[src/hw/rtl/sbpd_pkg.sv]
// Shared types and constants for the start-byte packet deframer.
// No dependencies; imported by the controller, datapath and top level.
`timescale 1ns / 1ps

package sbpd_pkg;

  // Frame layout: payload bytes, then a little-endian correction bitmap.
  localparam int unsigned FrameBytes = 14;
  localparam int unsigned BitmapPos  = 12;
  localparam int unsigned CountW     = 4;

  localparam logic [7:0] StartValue = 8'hFF;
  localparam logic [CountW-1:0] BitmapLoIdx = CountW'(BitmapPos);
  localparam logic [CountW-1:0] BitmapHiIdx = CountW'(BitmapPos + 1);
  localparam logic [CountW-1:0] FrameLastIdx = CountW'(FrameBytes - 1);

  // Input event kinds carried on tuser.
  localparam logic OpByte    = 1'b0;
  localparam logic OpLineErr = 1'b1;

  typedef enum logic [2:0] {
    StHunt,
    StCollect,
    StEmit,
    StFailed
  } state_e;

  // Commands from the controller to the datapath.
  typedef struct packed {
    logic byte_wr;    // store the accepted byte at the frame count, then count up
    logic frame_clr;  // clear the frame count and the emit index
    logic emit_load;  // load the next corrected payload byte into the output register
    logic err_load;   // load an error result into the output register
  } cmd_t;

  // Status from the datapath to the controller.
  typedef struct packed {
    logic out_valid;   // output register holds a beat
    logic start_seen;  // input byte equals the start value
    logic frame_last;  // the next stored byte completes the frame
    logic emit_last;   // the next emitted byte is the final payload byte
  } sts_t;

endpackage

[src/hw/rtl/sbpd_ctrl.sv]
// Controller state machine of the start-byte packet deframer.
// Depends on sbpd_pkg; drives commands to sbpd_datapath.
`timescale 1ns / 1ps

module sbpd_ctrl
  import sbpd_pkg::*;
(
  input  logic clk_i,
  input  logic rst_ni,
  input  logic in_valid_i,
  input  logic in_opcode_i,
  input  logic out_ready_i,
  input  sts_t sts_i,
  output logic in_ready_o,
  output cmd_t cmd_o
);

  state_e state_q, state_d;
  logic   slot_free;
  logic   accept;

  always_ff @(posedge clk_i or negedge rst_ni) begin
    if (!rst_ni) begin
      state_q <= StHunt;
    end else begin
      state_q <= state_d;
    end
  end

  // The output register may be reloaded when empty or when its beat leaves now.
  assign slot_free = !sts_i.out_valid || out_ready_i;
  // Only read while hunting or collecting, where ready follows the free slot.
  assign accept    = in_valid_i && slot_free;

  always_comb begin
    state_d    = state_q;
    in_ready_o = 1'b0;
    cmd_o      = '0;
    case (state_q)
      StHunt: begin
        in_ready_o = slot_free;
        if (accept) begin
          if (in_opcode_i == OpLineErr) begin
            cmd_o.err_load = 1'b1;
            state_d        = StFailed;
          end else if (sts_i.start_seen) begin
            cmd_o.frame_clr = 1'b1;
            state_d         = StCollect;
          end
        end
      end
      StCollect: begin
        in_ready_o = slot_free;
        if (accept) begin
          if (in_opcode_i == OpLineErr) begin
            cmd_o.err_load  = 1'b1;
            cmd_o.frame_clr = 1'b1;
            state_d         = StFailed;
          end else begin
            cmd_o.byte_wr = 1'b1;
            if (sts_i.frame_last) begin
              cmd_o.frame_clr = 1'b1;
              state_d         = StEmit;
            end
          end
        end
      end
      StEmit: begin
        if (slot_free) begin
          cmd_o.emit_load = 1'b1;
          if (sts_i.emit_last) begin
            state_d = StHunt;
          end
        end
      end
      StFailed: begin
        // Sticky until reset: every beat is taken and dropped.
        in_ready_o = 1'b1;
      end
      default: begin
        state_d = StFailed;
      end
    endcase
  end

  a_failed_silent: assert property (@(posedge clk_i) disable iff (!rst_ni)
    state_q == StFailed |-> !cmd_o.emit_load && !cmd_o.err_load)
    else $error("result produced in failed state");

  a_error_sticks: assert property (@(posedge clk_i) disable iff (!rst_ni)
    cmd_o.err_load |=> state_q == StFailed)
    else $error("line error did not latch the failed state");

  a_no_input_in_emit: assert property (@(posedge clk_i) disable iff (!rst_ni)
    state_q == StEmit |-> !in_ready_o && !cmd_o.byte_wr)
    else $error("input taken while emitting a packet");

endmodule

[src/hw/rtl/sbpd_datapath.sv]
// Datapath of the start-byte packet deframer: frame store, bitmap, counters
// and the output register. Depends on sbpd_pkg; commanded by sbpd_ctrl.
`timescale 1ns / 1ps

module sbpd_datapath
  import sbpd_pkg::*;
#(
  parameter int unsigned PAYLOAD_BYTES = 12
) (
  input  logic       clk_i,
  input  logic       rst_ni,
  input  cmd_t       cmd_i,
  input  logic [7:0] in_byte_i,
  input  logic       out_ready_i,
  output sts_t       sts_o,
  output logic [7:0] out_byte_o,
  output logic       out_last_o,
  output logic       out_err_o,
  output logic       out_valid_o
);

  localparam int unsigned IdxW = (PAYLOAD_BYTES > 1) ? $clog2(PAYLOAD_BYTES) : 1;
  localparam logic [IdxW-1:0] LastIdx = IdxW'(PAYLOAD_BYTES - 1);
  localparam logic [CountW-1:0] PayloadCount = CountW'(PAYLOAD_BYTES);

  logic [7:0]               store_q [PAYLOAD_BYTES];
  logic [PAYLOAD_BYTES-1:0] corr_q;
  logic [7:0]               bitmap_lo_q;
  logic [15:0]              bitmap_full;
  logic [CountW-1:0]        count_q;
  logic [IdxW-1:0]          idx_q;
  logic                     out_valid_q;
  logic [7:0]               out_byte_q;
  logic                     out_last_q;
  logic                     out_err_q;

  assign bitmap_full = {in_byte_i, bitmap_lo_q};

  // Frame bytes beyond the payload width are never emitted, so only the
  // payload bytes and the two bitmap bytes are kept.
  always_ff @(posedge clk_i) begin
    if (cmd_i.byte_wr) begin
      if (count_q < PayloadCount) begin
        store_q[count_q[IdxW-1:0]] <= in_byte_i;
      end
      if (count_q == BitmapLoIdx) begin
        bitmap_lo_q <= in_byte_i;
      end
      if (count_q == BitmapHiIdx) begin
        corr_q <= bitmap_full[PAYLOAD_BYTES-1:0];
      end
    end
  end

  always_ff @(posedge clk_i or negedge rst_ni) begin
    if (!rst_ni) begin
      count_q <= '0;
      idx_q   <= '0;
    end else if (cmd_i.frame_clr) begin
      count_q <= '0;
      idx_q   <= '0;
    end else begin
      if (cmd_i.byte_wr) begin
        count_q <= count_q + 1'b1;
      end
      if (cmd_i.emit_load) begin
        idx_q <= idx_q + 1'b1;
      end
    end
  end

  always_ff @(posedge clk_i or negedge rst_ni) begin
    if (!rst_ni) begin
      out_valid_q <= 1'b0;
    end else if (cmd_i.emit_load || cmd_i.err_load) begin
      out_valid_q <= 1'b1;
    end else if (out_ready_i) begin
      out_valid_q <= 1'b0;
    end
  end

  always_ff @(posedge clk_i) begin
    if (cmd_i.err_load) begin
      out_byte_q <= '0;
      out_last_q <= 1'b0;
      out_err_q  <= 1'b1;
    end else if (cmd_i.emit_load) begin
      out_byte_q <= corr_q[idx_q] ? StartValue : store_q[idx_q];
      out_last_q <= (idx_q == LastIdx);
      out_err_q  <= 1'b0;
    end
  end

  assign sts_o.out_valid  = out_valid_q;
  assign sts_o.start_seen = (in_byte_i == StartValue);
  assign sts_o.frame_last = (count_q == FrameLastIdx);
  assign sts_o.emit_last  = (idx_q == LastIdx);

  assign out_valid_o = out_valid_q;
  assign out_byte_o  = out_byte_q;
  assign out_last_o  = out_last_q;
  assign out_err_o   = out_err_q;

  a_no_overwrite: assert property (@(posedge clk_i) disable iff (!rst_ni)
    (cmd_i.emit_load || cmd_i.err_load) |-> !out_valid_q || out_ready_i)
    else $error("output register overwritten while its beat is pending");

  a_count_in_frame: assert property (@(posedge clk_i) disable iff (!rst_ni)
    cmd_i.byte_wr |-> count_q <= FrameLastIdx)
    else $error("frame byte written beyond the frame length");

  a_last_not_error: assert property (@(posedge clk_i) disable iff (!rst_ni)
    out_valid_q && out_err_q |-> !out_last_q && out_byte_q == '0)
    else $error("error result carries payload fields");

endmodule

[src/hw/rtl/start_byte_packet_deframer.sv]
// Top level of the start-byte packet deframer.
// Depends on sbpd_pkg, sbpd_ctrl and sbpd_datapath.
//
//   channel   direction  tdata               tuser             tlast
//   s_axis    in         rx_byte[7:0]        opcode (1 = error) -
//   m_axis    out        payload_byte[7:0]   error_flag        last_byte
//
// A byte beat is taken every cycle while hunting for the start value or
// collecting the 14-byte frame, unless a pending output beat is stalled. Once
// the frame is complete, input is held off while the corrected payload leaves
// one beat per cycle from the output register while the receiver is ready.
// Reset clears the controller, counters and output valid; the frame store
// needs no clearing. After a line error all input beats are taken and dropped.
`timescale 1ns / 1ps

module start_byte_packet_deframer
  import sbpd_pkg::*;
#(
  parameter int unsigned PAYLOAD_BYTES = 12
) (
  input  logic       clk_i,
  input  logic       rst_ni,
  input  logic       s_axis_tvalid,
  output logic       s_axis_tready,
  input  logic [7:0] s_axis_tdata,   // [7:0] rx_byte
  input  logic       s_axis_tuser,   // [0] opcode
  output logic       m_axis_tvalid,
  input  logic       m_axis_tready,
  output logic [7:0] m_axis_tdata,   // [7:0] payload_byte
  output logic       m_axis_tuser,   // [0] error_flag
  output logic       m_axis_tlast
);

  cmd_t cmd;
  sts_t sts;

  sbpd_ctrl u_ctrl (
    .clk_i       (clk_i),
    .rst_ni      (rst_ni),
    .in_valid_i  (s_axis_tvalid),
    .in_opcode_i (s_axis_tuser),
    .out_ready_i (m_axis_tready),
    .sts_i       (sts),
    .in_ready_o  (s_axis_tready),
    .cmd_o       (cmd)
  );

  sbpd_datapath #(
    .PAYLOAD_BYTES (PAYLOAD_BYTES)
  ) u_datapath (
    .clk_i       (clk_i),
    .rst_ni      (rst_ni),
    .cmd_i       (cmd),
    .in_byte_i   (s_axis_tdata),
    .out_ready_i (m_axis_tready),
    .sts_o       (sts),
    .out_byte_o  (m_axis_tdata),
    .out_last_o  (m_axis_tlast),
    .out_err_o   (m_axis_tuser),
    .out_valid_o (m_axis_tvalid)
  );

endmodule

[config.mk]
export PLATFORM = sky130hd
export DESIGN_NAME = start_byte_packet_deframer
export DESIGN_NICKNAME = d
export VERILOG_FILES = /design/src/hw/rtl/sbpd_pkg.sv /design/src/hw/rtl/sbpd_ctrl.sv /design/src/hw/rtl/sbpd_datapath.sv /design/src/hw/rtl/start_byte_packet_deframer.sv
export SDC_FILE = /design/constraint.sdc
export NUM_CORES = 1
export LEC_CHECK = 0
export BUFFER_PORTS_ARGS = -buffer_cell sky130_fd_sc_hd__buf_2
export CELL_PAD_IN_SITES_DETAIL_PLACEMENT = 2
export CELL_PAD_IN_SITES_GLOBAL_PLACEMENT = 2
export CORE_UTILIZATION = 41
export CTS_CLUSTER_DIAMETER = 40
export CTS_CLUSTER_SIZE = 30
export DETAILED_ROUTE_END_ITERATION = 10
export GPL_TIMING_DRIVEN = 0
export HOLD_SLACK_MARGIN = 0.06
export PLACE_DENSITY_LB_ADDON = 0.1
export SLEW_MARGIN = 40
export SYNTH_ARGS = -nofsm -noshare
export SYNTH_HDL_FRONTEND = slang
export SYNTH_HIERARCHICAL = 1
export SYNTH_SLANG_ARGS = --single-unit
[constraint.sdc]
create_clock -name clk_i -period 2.2 [get_ports clk_i]
set_input_delay 0.66 -clock clk_i [delete_from_list [all_inputs] [get_ports clk_i]]
set_output_delay 0.66 -clock clk_i [all_outputs]
set_load 0.03 [all_outputs]
==> results.md, run 1 <==
* Leakage at 2.323 nW
* CTS sink count at 137
* Initial DRC count at 214
* Clk buf depth at 2
* Largest net degree at the start of global routing at 17
* Total Wirelength at 15340 um
* Via count at 3153
* First-pass GRT wire length at 23250 um
* # fillers at 1160
* Max-cap violations at 0
* Worst vdd ir at 0.0005568 V
* Fraction of registers with async set/reset at 8.029%
* Count of final setup violators at 0
* Post-synth EDFFs at 116
* Slew Limit Fails at 0
* Final ANT Viol Nets at 0
* Total CTS buffers at 17
* Warnings from Yosys at 6
* Worst Setup SP: u_datapath/idx_q[2]
* Drt first pass iters at 4
* Root buf cell: clkbuf_16
* Final hold slack at 0.1274 ns
* Worst min path class: input pin to asynchronous set/reset pin
* Top cells by area, synth: edfxtp_1 63%, mux2i_1 6.0%, dfrtp_1 5.0%
* Unique masters post-synth at 42
* Number of vias per cell at 5.503
* Nets at 406
* Reg2reg end: u_datapath/out_byte_o[0]
* Synthesized area per cell at 16.31 um2
* Clock latency on the worst-skew pair at 0.42 ns
* Post-synthesis instance total at 337
* DRC viols at 0
* Layout area overhead at 23.13%
* HPWL Detailed at 9096 um
* Die footprint at 0.01387 mm2
* Dpl cells at 533
* Post-route insts no fill at 573
* Final worst-path cycle share at 97.19%
* Die Ht at 117.8 um
* R2R depth at 6
* Most common cell after layout, fill and taps aside: edfxtp_1
* Largest area contributor in the netlist: edfxtp_1
* Final min period at 2.138 ns
* Post-Syn Nets at 355
* Total Routing Usage GR at 24.00%
* Initial antenna violation count at 0
* Reg-to-Reg Start: u_datapath/idx_q[2]
* Gpl congestion at 0.7348
* Sequential-to-total area share from yosys stat at 72.04%
* Worst Slack Setup Final at 0.06180 ns
* Final Total Pwr at 8.524 mW
* CTS tree: yes
* DIE WIDTH at 117.8 um
* FF-to-FF setup slack at 0.06 ns
* Max Fanout on Critical Path at 10
* Clk slew on worst S/H paths at 0.06 ns
* Average wire per standard cell at 26.77 um
* Fraction of layout cells with a size suffix above 1 at 27.68%
* Cell Rows at 41
* Final Hold Vio Count at 0
* Status: finished, final reports clean
* Fin area at 0.006766 mm2
* Diodes inserted at 0
* Slew @ Worst Pin at 0.7350 ns
* Most frequent cells in the layout: 116 x edfxtp_1, 33 x mux2i_1, 29 x buf_2
* Setup TNS Final at 0 ns
* Worst Setup EP: u_datapath/out_byte_o[0]
* Yosys top cell area share at 63.39%
* Worst path arrival time at 2.46 ns
* Vias in the first global route at 3562
* Grt total ovfl at 0
* P per Cell Area at 1260 mW/mm2
* Io pins at 25
* Max Freq at 467.7 MHz
* Core Util, Final at 52.76%
* Critical path class: flip-flop to flip-flop
* Cell Area, Synth at 0.005495 mm2
* Port Buffers at 24
* Hold_buf cts at 0
* Dpl cell area at 0.005871 mm2
* Synth Flop Type: edfxtp_1
* Relative slew slack at 50.82%
* Worst Skew at 0.01006 ns
* Core box area at 0.01282 mm2
* H-tree depth at 4
* Critical Path End Type: flip-flop
* DP Worst Slack at -0.7415 ns
* Initial Utilization at 42.85%
* CP required at 2.52 ns
* Crit start category: flip-flop
* Synth Register Bits at 137
synth_stat cells, types with 2 or more instances:
| library cell | count |
|---|---|
| nor2b_1 | 3 |
| clkbuf_1 | 11 |
| ha_1 | 5 |
| buf_2 | 5 |
| o21ai_0 | 2 |
| buf_1 | 2 |
| a22oi_1 | 14 |
| nand2_1 | 17 |
| dfxtp_1 | 10 |
| nand3_1 | 7 |
| dfrtp_1 | 11 |
| nor2_1 | 36 |
| xnor2_1 | 3 |
| a211oi_1 | 2 |
| edfxtp_1 | 116 |
| inv_1 | 5 |
| nor3_1 | 3 |
| mux4_2 | 12 |
| xor2_1 | 3 |
| nand4_1 | 4 |
| nand2b_1 | 7 |
| mux2i_1 | 33 |
| a311oi_1 | 7 |
layer usage:
metal	wire length (um)	up-vias	track usage, %
li1	-	1408	-
met2	7848	60	39.93
met1	6753	1672	30.87
met4	199	0	8.173
met5	0	-	0
met3	539	13	5.523
flip-flops by register name, indices dropped and copies added, names as in the netlist:
name                    flops
u_datapath/corr_q          12
u_datapath/store_q         96
u_ctrl/state_q              2
u_datapath/out_byte_o       8
u_datapath/out_last_o       1
u_datapath/out_err_o        1
u_datapath/out_valid_o      1
u_datapath/count_q          4
u_datapath/bitmap_lo_q      8
u_datapath/idx_q            4
report_power, final:
group	internal (mW)	switching [mW]
sequential	2.98	0.134
clock	1.99	1.10
combinational	0.852	1.47
total	5.82	2.70
cell type report:
class	instances	area, um2	share of cell area, %
Clock inverter	15	206.4	3.051
Timing Repair Buffer	33	287.8	4.253
Tap cell	172	215.2	3.180
Inverter	5	18.77	0.2774
Clock buffer	17	425.4	6.287
Buffer	19	102.6	1.516
Multi-Input combinational cell	175	1551	22.93
Sequential cell	137	3959	58.51
what timing repair did:
item | in CTS | in global routing
setup buffers | 8 | 1
hold endpoints to repair | 0 | 0
gates resized for setup | 21 | 10
pin swaps | 8 | 3
setup endpoints to repair | 124 | 127
cells by family after synthesis:
group	synth area share, %
XOR/XNOR	0.9565
AO/OA/AOI/OAI	5.305
adder cells (fa/ha/maj)	1.138
flip-flops	72.04
multiplexers	10.93
buffers and inverters	2.026
AND/OR/NAND/NOR	7.605
how the worst min path moves through the flow:
stage	from	endpoint	slack, ns	cells past startpoint
after floorplan	rst_ni	u_ctrl/state_q[0]	0.36	0
after global placement	u_datapath/bitmap_lo_q[0]	u_datapath/corr_q[0]	0.40	0
after detailed placement	u_datapath/bitmap_lo_q[3]	u_datapath/corr_q[3]	0.41	0
after CTS	rst_ni	u_datapath/out_valid_o	0.11	1
after global routing	rst_ni	u_ctrl/state_q[1]	0.13	1
final	rst_ni	u_ctrl/state_q[1]	0.13	1
worst max-delay path: stages, from the launching register on:
cell      delay (ns)
dfrtp_1         0.39
clkbuf_2        0.23
nor2_1          0.62
a22o_1          0.33
a311oi_4        0.05
buf_4           0.19
a311oi_1        0.22
No activity file was read; power rests on OpenSTA's default activity.
==> inputs of run 2 (changes only) <==
--- a/config.mk
+++ b/config.mk
@@ -5,10 +5,11 @@
 export SDC_FILE = /design/constraint.sdc
 export NUM_CORES = 1
 export LEC_CHECK = 0
+export ABC_AREA = 1
 export BUFFER_PORTS_ARGS = -buffer_cell sky130_fd_sc_hd__buf_2
 export CELL_PAD_IN_SITES_DETAIL_PLACEMENT = 2
 export CELL_PAD_IN_SITES_GLOBAL_PLACEMENT = 2
-export CORE_UTILIZATION = 41
+export CORE_UTILIZATION = 37
 export CTS_CLUSTER_DIAMETER = 40
 export CTS_CLUSTER_SIZE = 30
 export DETAILED_ROUTE_END_ITERATION = 10
==> run 2 against run 1 <==
  * Total power up 7.0%
  * Maximum frequency up 1.1%
  * Cell area down 0.63%
  * First-iteration DRC count up 23%
  * Largest power group is now combinational cells
  * Highest routed layer unchanged
==> results.md, run 2 <==
* Crit path top cell by count: nand2_1
* Layout area overhead at 17.90%
* Nets at 591
* Grt total ovfl at 0
* Clock latency on the worst-skew pair at 0.42 ns
* Number of vias per cell at 5.274
* Total CTS buffers at 17
* Post-Syn Nets at 546
* Critical path class: flip-flop to flip-flop
* Drt first pass iters at 4
* Count of final setup violators at 0
* Root buf cell: clkbuf_16
* Post-route insts no fill at 771
* DRC viols at 0
* Core Util, Final at 44.39%
* Io pins at 25
* Worst Skew at 0.008722 ns
* Worst path arrival time at 2.20 ns
* Post-synth EDFFs at 116
* Initial DRC count at 263
* Die footprint at 0.01591 mm2
* Synth Flop Type: edfxtp_1
* Fraction of layout cells with a size suffix above 1 at 16.47%
* Via count at 4066
* # fillers at 1558
* CTS tree: yes
* CP required at 2.28 ns
* DP Worst Slack at -0.8520 ns
* P per Cell Area at 1357 mW/mm2
* H-tree depth at 4
* Clk slew on worst S/H paths at 0.05 ns
* Slew Limit Fails at 0
* Most frequent cells in the layout: 161 x nand2_1, 116 x edfxtp_1, 84 x nand3_1
* Average wire per standard cell at 22.30 um
* Fraction of registers with async set/reset at 8.029%
* HPWL Detailed at 11860 um
* Clk network pwr share at 27.6%
* NetSw at 3.625 mW
* Hold_buf cts at 0
* Gpl congestion at 0.7804
* Synthesized area per cell at 10.80 um2
* Total Routing Usage GR at 23.13%
* First-pass GRT wire length at 26050 um
* Diodes inserted at 0
* Critical path, cell by cell: buf_4, nand2_1, nand2_1, nor3_4, nand2_1, nor2_4
* Post-synthesis instance total at 528
* Largest area contributor in the netlist: edfxtp_1
* Sequential Power Share at 35.2%
* Die Ht at 126.2 um
* DIE WIDTH at 126.2 um
* Synth Register Bits at 137
* Slowest cell on the critical path: dfrtp_1
* Most common cell after layout, fill and taps aside: nand2_1
* Number of flip-flops in the largest register at 96
* Largest net degree at the start of global routing at 17
* Vias in the first global route at 4421
* Final Hold Vio Count at 0
* Dpl cells at 740
* Crit path buf inv count at 1
* Status: finished, final reports clean
* Combinational Power Share at 37.2%
* Final min period at 2.114 ns
* Warnings from Yosys at 6
* Crit path largest cell delay at 0.39 ns
* Leakage at 2.616 nW
* Worst vdd ir at 0.0005863 V
* Most frequent cell after synthesis: nand2_1
* Unique masters post-synth at 23
* Initial Utilization at 37.65%
* Worst min path class: input pin to asynchronous set/reset pin
* Family with the most delay on the worst path: simple AND/OR/NAND/NOR gates
* Synth top cells by count: 163 x nand2_1, 116 x edfxtp_1, 84 x nand3_1, 39 x nor2_1, 33 x inv_1
* Cell Area, Synth at 0.005703 mm2
* Max-cap violations at 0
* Port Buffers at 24
* Final Total Pwr at 9.122 mW
* Slew @ Worst Pin at 0.5673 ns
* Final ANT Viol Nets at 0
* Crit start category: flip-flop
* Cell Int Power at 5.498 mW
* Clk buf depth at 2
* Yosys top cell area share at 61.08%
* Final worst-path cycle share at 96.10%
* Cell Rows at 45
* Sw Ratio at 39.73%
* Core box area at 0.01515 mm2
* Sequential-to-total area share from yosys stat at 69.42%
* Critical Path End Type: flip-flop
* Total Wirelength at 17200 um
* Worst Slack Setup Final at 0.08580 ns
* CTS sink count at 137
* Top cells by area, synth: edfxtp_1 61%, nand2_1 11%, nand3_1 7.4%
* Relative slew slack at 62.18%
* Max Freq at 473.0 MHz
* Initial antenna violation count at 0
* Max Fanout on Critical Path at 8
[run 2: cell types whose count changed in the layout (fill, tap and decap cells not counted), sizes merged, moves of 11 or more]
cell,before,now
nand2,17,168
nand3,7,84
mux2i,33,0
inv,5,36
a22oi,14,0
mux4,12,0
o21ai,2,13
[run 2: kinds of logic (layout without fill, tap and decap cells)]
| logic type | Yosys count | after routing | share of synthesized area, % |
|---|---|---|---|
| buf+inv | 59 | 114 | 4.717 |
| compound gates | 26 | 26 | 2.457 |
| flops | 137 | 137 | 69.42 |
| simple gates | 301 | 301 | 22.31 |
| fa+ha+maj | 5 | 5 | 1.097 |
[run 2: power by group through the flow]
| stage | Combinational, mW | Sequential [mW] | Clock (mW) |
|---|---|---|---|
| 2_1_floorplan | 1.91 | 3.44 | 0 |
| 3_3_place_gp | 3.18 | 3.24 | 0 |
| 3_5_place_dp | 3.28 | 3.27 | 0 |
| 4_1_cts | 3.38 | 3.22 | 2.57 |
| 5_1_grt | 3.72 | 3.24 | 2.66 |
| 6_report | 3.40 | 3.21 | 2.52 |
[run 2: per-stage QoR]
stage	setup TNS (ns)	hold WS (ns)	cell area [um2]
2_1_floorplan	0	0.3644	5705
3_3_place_gp	-86.52	0.4012	6061
3_5_place_dp	-87.96	0.4081	6068
4_1_cts	-2.950	0.1200	6689
5_1_grt	-0.05365	0.1283	6724
6_report	0	0.1325	6724
[run 2: per-layer routing]
| layer | track usage [%] | share of wire (%) |
|---|---|---|
| met4 | 9.497 | 1.9 |
| met1 | 30.69 | 45 |
| met5 | 0 | 0 |
| met2 | 37.76 | 49 |
| met3 | 3.866 | 4.1 |
[run 2: final cells by class]
| cell class | instances | area [um2] | share of cell area, % |
|---|---|---|---|
| buffer | 23 | 133.9 | 1.991 |
| clock buffer | 23 | 447.9 | 6.662 |
| clock inverter | 6 | 52.55 | 0.7815 |
| inverter | 36 | 135.1 | 2.010 |
| multi-input combinational | 332 | 1600 | 23.80 |
| sequential | 137 | 3959 | 58.88 |
| tap | 188 | 235.2 | 3.498 |
| timing repair buffer | 26 | 160.2 | 2.382 |
[run 2: path summary, 6_finish.rpt]
check,from,endpoint,slack [ns],depth (start not counted)
setup / recovery,u_datapath/out_valid_o,u_datapath/store_q[6][5],0.09,6
hold / removal,rst_ni,u_ctrl/state_q[0],0.13,1
setup reg to reg,u_datapath/out_valid_o,u_datapath/store_q[6][5],0.09,6
hold reg to reg,u_datapath/bitmap_lo_q[1],u_datapath/corr_q[1],0.42,0
max in group asynchronous,rst_ni,u_datapath/idx_q[3],1.83,1
min in group clk_i,u_datapath/bitmap_lo_q[1],u_datapath/corr_q[1],0.42,0
[run 2: repair_timing]
item,in CTS,in global routing
setup buffers,2,0
pin swaps,2,0
endpoints found under the setup margin,116,121
endpoints found under the hold margin,0,0
cloned,0,0
gates resized for setup,21,8
